**config.mk**
```make
export PLATFORM = sky130hd
export DESIGN_NAME = swa3_ctrl
export DESIGN_NICKNAME = d
export VERILOG_FILES = /design/src/rtl/swa3_pkg.sv /design/src/rtl/swa3_ctrl.sv
export VERILOG_INCLUDE_DIRS = /design/src /design/src/rtl
export SDC_FILE = /design/constraint.sdc
export NUM_CORES = 1
export LEC_CHECK = 0
export BUFFER_PORTS_ARGS = -buffer_cell sky130_fd_sc_hd__buf_2
export CAP_MARGIN = 0
export CORE_AREA = 2 2 39 41
export DETAILED_ROUTE_END_ITERATION = 8
export DIE_AREA = 0 0 41 43
export SLEW_MARGIN = 0
export SYNTH_ARGS = -nofsm -noshare
export SYNTH_HDL_FRONTEND = slang
export SYNTH_SLANG_ARGS = --single-unit
```
**constraint.sdc**
```tcl
create_clock -name clk -period 3.27 [get_ports clk]
set_clock_uncertainty 0.15 [all_clocks]
set_input_delay 0.4905 -clock clk [delete_from_list [all_inputs] [get_ports clk]]
set_output_delay 0.4905 -clock clk [all_outputs]
set_load 0.05 [all_outputs]
```
**src/rtl/sliding_window_average3_defines.svh**
```systemverilog
// Assertion macros used by the controller (swa3_ctrl) of the moving average block.
`ifndef SLIDING_WINDOW_AVERAGE3_DEFINES_SVH
`define SLIDING_WINDOW_AVERAGE3_DEFINES_SVH

`ifndef SYNTHESIS
`define SWA3_ASSERT_IMPL(lbl, clk, rst, ante, cons) \
  lbl: assert property (@(posedge clk) disable iff (rst) (ante) |-> (cons)) \
    else $error("assertion failed");
`define SWA3_ASSERT_NEXT(lbl, clk, rst, ante, cons) \
  lbl: assert property (@(posedge clk) disable iff (rst) (ante) |=> (cons)) \
    else $error("assertion failed");
`else
`define SWA3_ASSERT_IMPL(lbl, clk, rst, ante, cons)
`define SWA3_ASSERT_NEXT(lbl, clk, rst, ante, cons)
`endif

`endif

```
**src/rtl/swa3_pkg.sv**
```systemverilog
package swa3_pkg;

  localparam int DATA_W  = 32;
  localparam int TOTAL_W = 40;
  localparam int COUNT_W = 8;

  typedef enum logic [2:0] {
    S_IDLE,
    S_UPDATE,
    S_DIV_START,
    S_DIV_WAIT,
    S_FINISH
  } state_t;

  typedef enum logic [1:0] {
    CH_X,
    CH_Y,
    CH_T
  } chan_t;

  typedef struct packed {
    logic  load;
    logic  update;
    logic  div_start;
    chan_t div_sel;
    logic  div_store;
    logic  out_load;
  } cmd_t;

  typedef struct packed {
    logic div_done;
  } status_t;

endpackage

```
**src/rtl/swa3_ctrl.sv**
```systemverilog
`include "sliding_window_average3_defines.svh"

module swa3_ctrl import swa3_pkg::*; (
  input  logic    clk,
  input  logic    rst,
  input  logic    in_valid,
  output logic    in_stall,
  output logic    out_valid,
  input  logic    out_stall,
  output cmd_t    cmd,
  input  status_t status
);

  state_t state, state_next;
  chan_t  chan, chan_next;

  always_ff @(posedge clk) begin
    if (rst) begin
      state <= S_IDLE;
      chan  <= CH_X;
    end else begin
      state <= state_next;
      chan  <= chan_next;
    end
  end

  always_comb begin
    state_next    = state;
    chan_next     = chan;
    cmd           = '0;
    cmd.div_sel   = chan;
    case (state)
      S_IDLE: begin
        if (in_valid) begin
          cmd.load   = 1'b1;
          state_next = S_UPDATE;
        end
      end
      S_UPDATE: begin
        cmd.update = 1'b1;
        chan_next  = CH_X;
        state_next = S_DIV_START;
      end
      S_DIV_START: begin
        cmd.div_start = 1'b1;
        state_next    = S_DIV_WAIT;
      end
      S_DIV_WAIT: begin
        if (status.div_done) begin
          cmd.div_store = 1'b1;
          case (chan)
            CH_X:    begin chan_next = CH_Y; state_next = S_DIV_START; end
            CH_Y:    begin chan_next = CH_T; state_next = S_DIV_START; end
            default: state_next = S_FINISH;
          endcase
        end
      end
      S_FINISH: begin
        if (!out_valid || !out_stall) begin
          cmd.out_load = 1'b1;
          state_next   = S_IDLE;
        end
      end
      default: state_next = S_IDLE;
    endcase
  end

  assign in_stall = (state != S_IDLE);

  always_ff @(posedge clk) begin
    if (rst) begin
      out_valid <= 1'b0;
    end else if (cmd.out_load) begin
      out_valid <= 1'b1;
    end else if (!out_stall) begin
      out_valid <= 1'b0;
    end
  end

  `SWA3_ASSERT_IMPL(a_load_free, clk, rst, cmd.out_load, !out_valid || !out_stall)
  `SWA3_ASSERT_IMPL(a_done_wait, clk, rst, status.div_done, state == S_DIV_WAIT)
  `SWA3_ASSERT_NEXT(a_accept_upd, clk, rst, in_valid && !in_stall, state == S_UPDATE)

endmodule

```
==> results of run 1 <==
-- per-layer routing --
metal  routed length (um)  part of all wire [%]  track usage [%]  vias up
met1                  313                    47             13.3      129
met2                  298                    45             11.3       11
met5                    0                     0                0        -
met4                    0                     0             2.00        0
li1                     -                     -                -      163
met3                   52                   7.8             7.85        0
-- power groups by stage --
| stage | clock network [mW] | logic, mW | registers, mW |
|---|---|---|---|
| 6_report | 0.0670 | 0.0429 | 0.0802 |
| 3_5_place_dp | 0 | 0.0433 | 0.0815 |
| 4_1_cts | 0.0693 | 0.0434 | 0.0800 |
| 5_1_grt | 0.0740 | 0.0464 | 0.0807 |
| 2_1_floorplan | 0 | 0.0308 | 0.0820 |
| 3_3_place_gp | 0 | 0.0430 | 0.0814 |
-- stage by stage --
step / std cells / total power [mW] / util (%) / setup slack (ns) / instance area [sq um]
floorplan: 36 / 0.113 / - / 1.08 / 287
global placement: 65 / 0.124 / 26.9 / 1.54 / 372
detailed placement: 65 / 0.125 / 26.9 / 1.48 / 372
CTS: 68 / 0.193 / 28.5 / 1.22 / 394
global route: 68 / 0.201 / 28.5 / 1.10 / 394
finish: 68 / 0.190 / 28.5 / 1.23 / 394
-- final cells by class --
class	instances	area, sq um	area share [%]
Multi-Input combinational cell	29	163	41.3
Sequential cell	6	120	30.5
Timing Repair Buffer	13	65.1	16.5
Clock buffer	3	22.5	5.71
Tap cell	16	20.0	5.08
Inverter	1	3.75	0.952
-- worst min-delay path by stage --
stage,start,end,slack (ns),cells after the start
3_3_place_gp,out_valid$_SDFFE_PP0P_,out_valid$_SDFFE_PP0P_,0.33,2
3_5_place_dp,out_valid$_SDFFE_PP0P_,out_valid$_SDFFE_PP0P_,0.33,2
5_1_grt,rst,out_valid$_SDFFE_PP0P_,0.35,2
2_1_floorplan,state[1]$_SDFFE_PP0P_,chan[0]$_SDFFE_PP0P_,0.36,2
4_1_cts,out_valid$_SDFFE_PP0P_,out_valid$_SDFFE_PP0P_,0.34,2
6_report,out_valid$_SDFFE_PP0P_,out_valid$_SDFFE_PP0P_,0.34,2
-- worst register-to-register path, delay by kind of cell, from the launching register on --
family | cells | cell delay (ns)
flip-flops | 1 | 0.46
AO/OA/AOI/OAI | 1 | 0.16
AND/OR/NAND/NOR | 2 | 0.55
-- synthesized netlist by cell type --
cell type,n,area [sq um]
a21oi_1,4,20.0
a31oi_1,1,6.26
a41oi_1,1,8.76
and2b_2,1,8.76
and3_1,1,6.26
dfxtp_1,6,120
inv_1,1,3.75
nand2_1,7,26.3
nand2b_1,1,6.26
nand2b_4,1,13.8
nand3_1,1,5.00
nand4_1,1,6.26
nor2_1,3,11.3
nor3_1,3,15.0
nor3b_1,1,7.51
o21a_1,1,7.51
or3_1,1,6.26
or4_1,1,7.51
-- sequential cells by signal, summed over array words and instances, names as in the netlist --
register,flops
chan,2
out_valid,1
state,3
-- cell families after synthesis --
family                 share of synthesized area, %
AO/OA/AOI/OAI                                  14.9
buffers and inverters                          1.31
flip-flops                                     41.9
AND/OR/NAND/NOR                                41.9
==> out/results.ini, run 1 <==
[run_status]
status = complete, no violations

[synthesis]
synth_nets = 41
synthCells = 36
ys_seq_elements = 6
synth_cell_types = 18
ys_seq_area_share_pct = 41.9
yosys_warnings = 0
syn_area_sq_um = 287
syn_area_per_cell_sq_um = 7.96

[critical_path]
cp.required_ns = 2.63
critPathMaxStageDelay_ns = 0.37
crit_start = state[0]$_SDFFE_PP0P_
worstSetupStartpointType = flip-flop
cp_slowest_cell = dfxtp_1
path_delay_family = simple AND/OR/NAND/NOR gates
rr_startpoint = state[0]$_SDFFE_PP0P_
critPathArrivalTime_ns = 1.40
cp.depth = 4
worstSetupPathType = flip-flop to output port
cp_num_buf_inv = 1
end_kind = output port
rr_worst_depth = 3
r2r_setup_slack_ns = 1.88
r2r_end = chan[0]$_SDFFE_PP0P_
path_cells = nor2_1 > nand2_1 > a21oi_1 > buf_2
endpoint = cmd[0]
crit_fanout = 7

[floorplan]
core_area_sq_um = 1380
die_h_um = 43
start_util_pct = 20.7
ioPinCount = 14
die_area_sq_um = 1760
die_x_um = 41
row_count = 14

[clocking]
cts_tree = yes
htreeDepth = 1
path_clk_slew_ns = 0.04
cts.repair.resized = 0
clockRootBuffer = clkbuf_4
cts_buffers = 3
clk_latency_ns = 0.24
cts_buffer_depth = 2
cts_sinks = 6
cts_setup_buffers = 0
holdBufCountCts = 0

[drt]
dr.first_iter.drc_count = 5
drtPass1Iterations = 4
drc = 0
wl_um = 664
avgViaCountPerCell = 4.46
ant_nets = 0
wl_per_cell_um = 9.76
via_count = 303

[pwr]
internal_power_mw = 0.129
combinationalPowerShare_pct = 22.6
pwr-share-seq_pct = 42.2
p_sw_mw = 0.0610
pwr-share-clk_pct = 35.2
cellPowerDensity_nw_per_um2 = 482
ir_worst_vdd_uv = 165
switching_share_pct = 32.1
leakage_nw = 0.174

[global_routing]
grt-ovfl-total = 0
grt_use_total_pct = 9.57
grt_max_degree = 9
grt_pass1_wl_um = 1100
antenna_found_initial = 0
grt_pass1_vias = 275

[finish]
final_cell_mix = buf_2, nand2_1, dfxtp_1
diodes = 0
area_growth_pct = 37.6
nFillCells = 158
layout_commonest_cell = buf_2
drive_above_1_share_pct = 34.6
nets = 59

[flow_run]
maxCapViolCount = 0

[sta]
period_needed_ns = 2.04
slew_violations = 0
fmax_mhz = 491
setup_violations = 0
hold_ws_ns = 0.338
rsz0062_at_grt = no
hold_viol_final = 0
slew_headroom_pct = 80.3
tightest_slew_ns = 0.294
fin_tns_setup_ns = 0
post-route-period-util_pct = 62.3

[place]
routabilityCongestion = 0.726
io_buffers = 13

[min_path]
hold_class = flip-flop to flip-flop

No activity file was read; power rests on OpenSTA's default activity.
==> run 2, diff against run 1 <==
--- a/config.mk
+++ b/config.mk
@@ -6,6 +6,7 @@
 export SDC_FILE = /design/constraint.sdc
 export NUM_CORES = 1
 export LEC_CHECK = 0
+export ABC_AREA = 1
 export BUFFER_PORTS_ARGS = -buffer_cell sky130_fd_sc_hd__buf_2
 export CAP_MARGIN = 0
 export CORE_AREA = 2 2 39 41
==> constraint.sdc (replaced) <==
create_clock -name clk -period 1.8 [get_ports clk]
set_clock_uncertainty 0.15 [all_clocks]
set_input_delay 0.27 -clock clk [delete_from_list [all_inputs] [get_ports clk]]
set_output_delay 0.27 -clock clk [all_outputs]
set_load 0.05 [all_outputs]
==> out/results.ini, run 2 <==
[run_status]
status = complete, no violations

[drt]
drc = 0
via_count = 377
ant_nets = 0
dr.first_iter.drc_count = 5
avgViaCountPerCell = 4.14
wl_um = 688
drtPass1Iterations = 2
wl_per_cell_um = 7.56

[finish]
drive_above_1_share_pct = 36.0
diodes = 0
nets = 82
regMostFlops = state
area_growth_pct = 31.4
stdcell_area_sq_um = 482
largest_register_ffs = 3
fin_cells = 91
final_util_pct = 34.8
reg_top3 = state (3), chan (2), out_valid (1)
final_cell_mix = nand2_1, buf_2, nor2_1

[synthesis]
yosysTopAreaCellShare_pct = 32.8
ys_seq_elements = 6
synth_top_cells_by_count = nand2_1, nor2_1, inv_1
yosys_most_used_dff = dfxtp_1
syn_area_per_cell_sq_um = 6.21
ys_seq_area_share_pct = 32.8
syn_area_sq_um = 367
yosys_warnings = 0
synth_cell_types = 14
async_reset_ff_share_pct = 0
yosys.area.top_type = dfxtp_1
ys_top_cells_by_area = dfxtp_1, nand2_1, nor2_1, inv_1, nand3_1
synth-edff-count = 0
synthCells = 59
synth_nets = 64

[place]
hpwl_um = 598
io_buffers = 13
placed_area_sq_um = 459
place_ws_ns = 0.382
post-place-cells = 88
routabilityCongestion = 0.801

[min_path]
hold_class = primary input to flip-flop

[floorplan]
die_x_um = 41
die_area_sq_um = 1760
core_area_sq_um = 1380
row_count = 14
start_util_pct = 26.5
die_h_um = 43
ioPinCount = 14

[critical_path]
end_kind = output port
worstSetupPathType = flip-flop to output port
endpoint = cmd[6]
critPathArrivalTime_ns = 1.25
r2r_end = chan[0]$_SDFFE_PP0P_
crit_start = state[2]$_SDFFE_PP0P_
r2r_setup_slack_ns = 0.58
worstSetupStartpointType = flip-flop
rr_startpoint = state[1]$_SDFFE_PP0P_
cp.required_ns = 1.38
rr_worst_depth = 7
crit_fanout = 6

[sta]
fmax_mhz = 600
slew_violations = 0
tightest_slew_ns = 0.303
hold_viol_final = 0
post-route-period-util_pct = 92.7
setup_violations = 0
slew_headroom_pct = 79.8
fin_ws_ns = 0.132
fin_tns_setup_ns = 0
rsz0062_at_grt = no
period_needed_ns = 1.67

[pwr]
combinationalPowerShare_pct = 54.8
internal_power_mw = 0.338
cellPowerDensity_nw_per_um2 = 1470
switching_share_pct = 52.2
leakage_nw = 0.289
pwr-share-seq_pct = 28.2
ir_worst_vdd_uv = 474
pwr-share-clk_pct = 17.0
p_sw_mw = 0.368

[flow_run]
maxCapViolCount = 0

[clocking]
holdBufCountCts = 0
cts.repair.resized = 0
cts_tree = yes
cts_setup_buffers = 0
clk_latency_ns = 0.24
clockRootBuffer = clkbuf_4
cts_buffer_depth = 2
htreeDepth = 1
path_clk_slew_ns = 0.04
cts_sinks = 6
cts_buffers = 3

[global_routing]
grt-ovfl-total = 0
grt_max_degree = 7
antenna_found_initial = 0
grt_use_total_pct = 9.84
grt_pass1_vias = 323
grt_pass1_wl_um = 1160

[run 2: cell types whose count changed after synthesis, sizes merged, moves of 2 or more]
cell,change
nor2,+13
inv,+10
nand2,+9
nand3,+6
a21oi,-3
nand2b,-2
nor3,-2
[run 2: cell type report]
type,count,area (sq um)
Clock buffer,3,22.5
Fill cell,168,902
Inverter,11,41.3
Multi-Input combinational cell,42,213
Tap cell,16,20.0
Timing Repair Buffer,13,65.1
Sequential cell,6,120
[run 2: how the worst min path moves through the flow]
stage                                 startpoint                     end  slack (ns)  cells past startpoint
after detailed placement  out_valid$_SDFFE_PP0P_  out_valid$_SDFFE_PP0P_        0.33                      2
after CTS                                    rst    chan[0]$_SDFFE_PP0P_        0.08                      2
final                                        rst    chan[1]$_SDFFE_PP0P_        0.09                      2
after global routing                         rst  out_valid$_SDFFE_PP0P_        0.08                      2
after floorplan                              rst  out_valid$_SDFFE_PP0P_        0.19                      1
after global placement    out_valid$_SDFFE_PP0P_  out_valid$_SDFFE_PP0P_        0.32                      2
[run 2: power groups by stage]
stage / Combinational [mW] / Clock, mW / Sequential [mW]
2_1_floorplan: 0.276 / 0 / 0.241
3_3_place_gp: 0.390 / 0 / 0.202
3_5_place_dp: 0.391 / 0 / 0.202
4_1_cts: 0.391 / 0.129 / 0.200
5_1_grt: 0.425 / 0.129 / 0.204
6_report: 0.387 / 0.120 / 0.199
[run 2: cells by family (layout without fill, tap and decap cells)]
kind of cell | after synthesis | count (layout) | share of synthesized area [%]
AO/OA/AOI/OAI | 2 | 2 | 2.73
buffers and inverters | 11 | 27 | 11.3
AND/OR/NAND/NOR | 40 | 40 | 53.2
flip-flops | 6 | 6 | 32.8
[run 2: worst max-delay path: stages, from the launching register on]
cell	delay, ns
dfxtp_1	0.39
nor2_2	0.19
nand2_1	0.10
nor2_2	0.08
buf_2	0.26
[run 2: per-stage QoR]
stage / hold slack [ns] / power (mW)
CTS: 0.0763 / 0.720
global route: 0.0835 / 0.759
finish: 0.0875 / 0.706
global placement: 0.319 / 0.591
floorplan: 0.189 / 0.516
detailed placement: 0.327 / 0.593
[run 2: per-layer routing]
layer	routed length (um)	global-route usage, %
met2	327	14.1
met5	0	0
met1	307	11.3
met4	15	10.0
met3	37	1.57
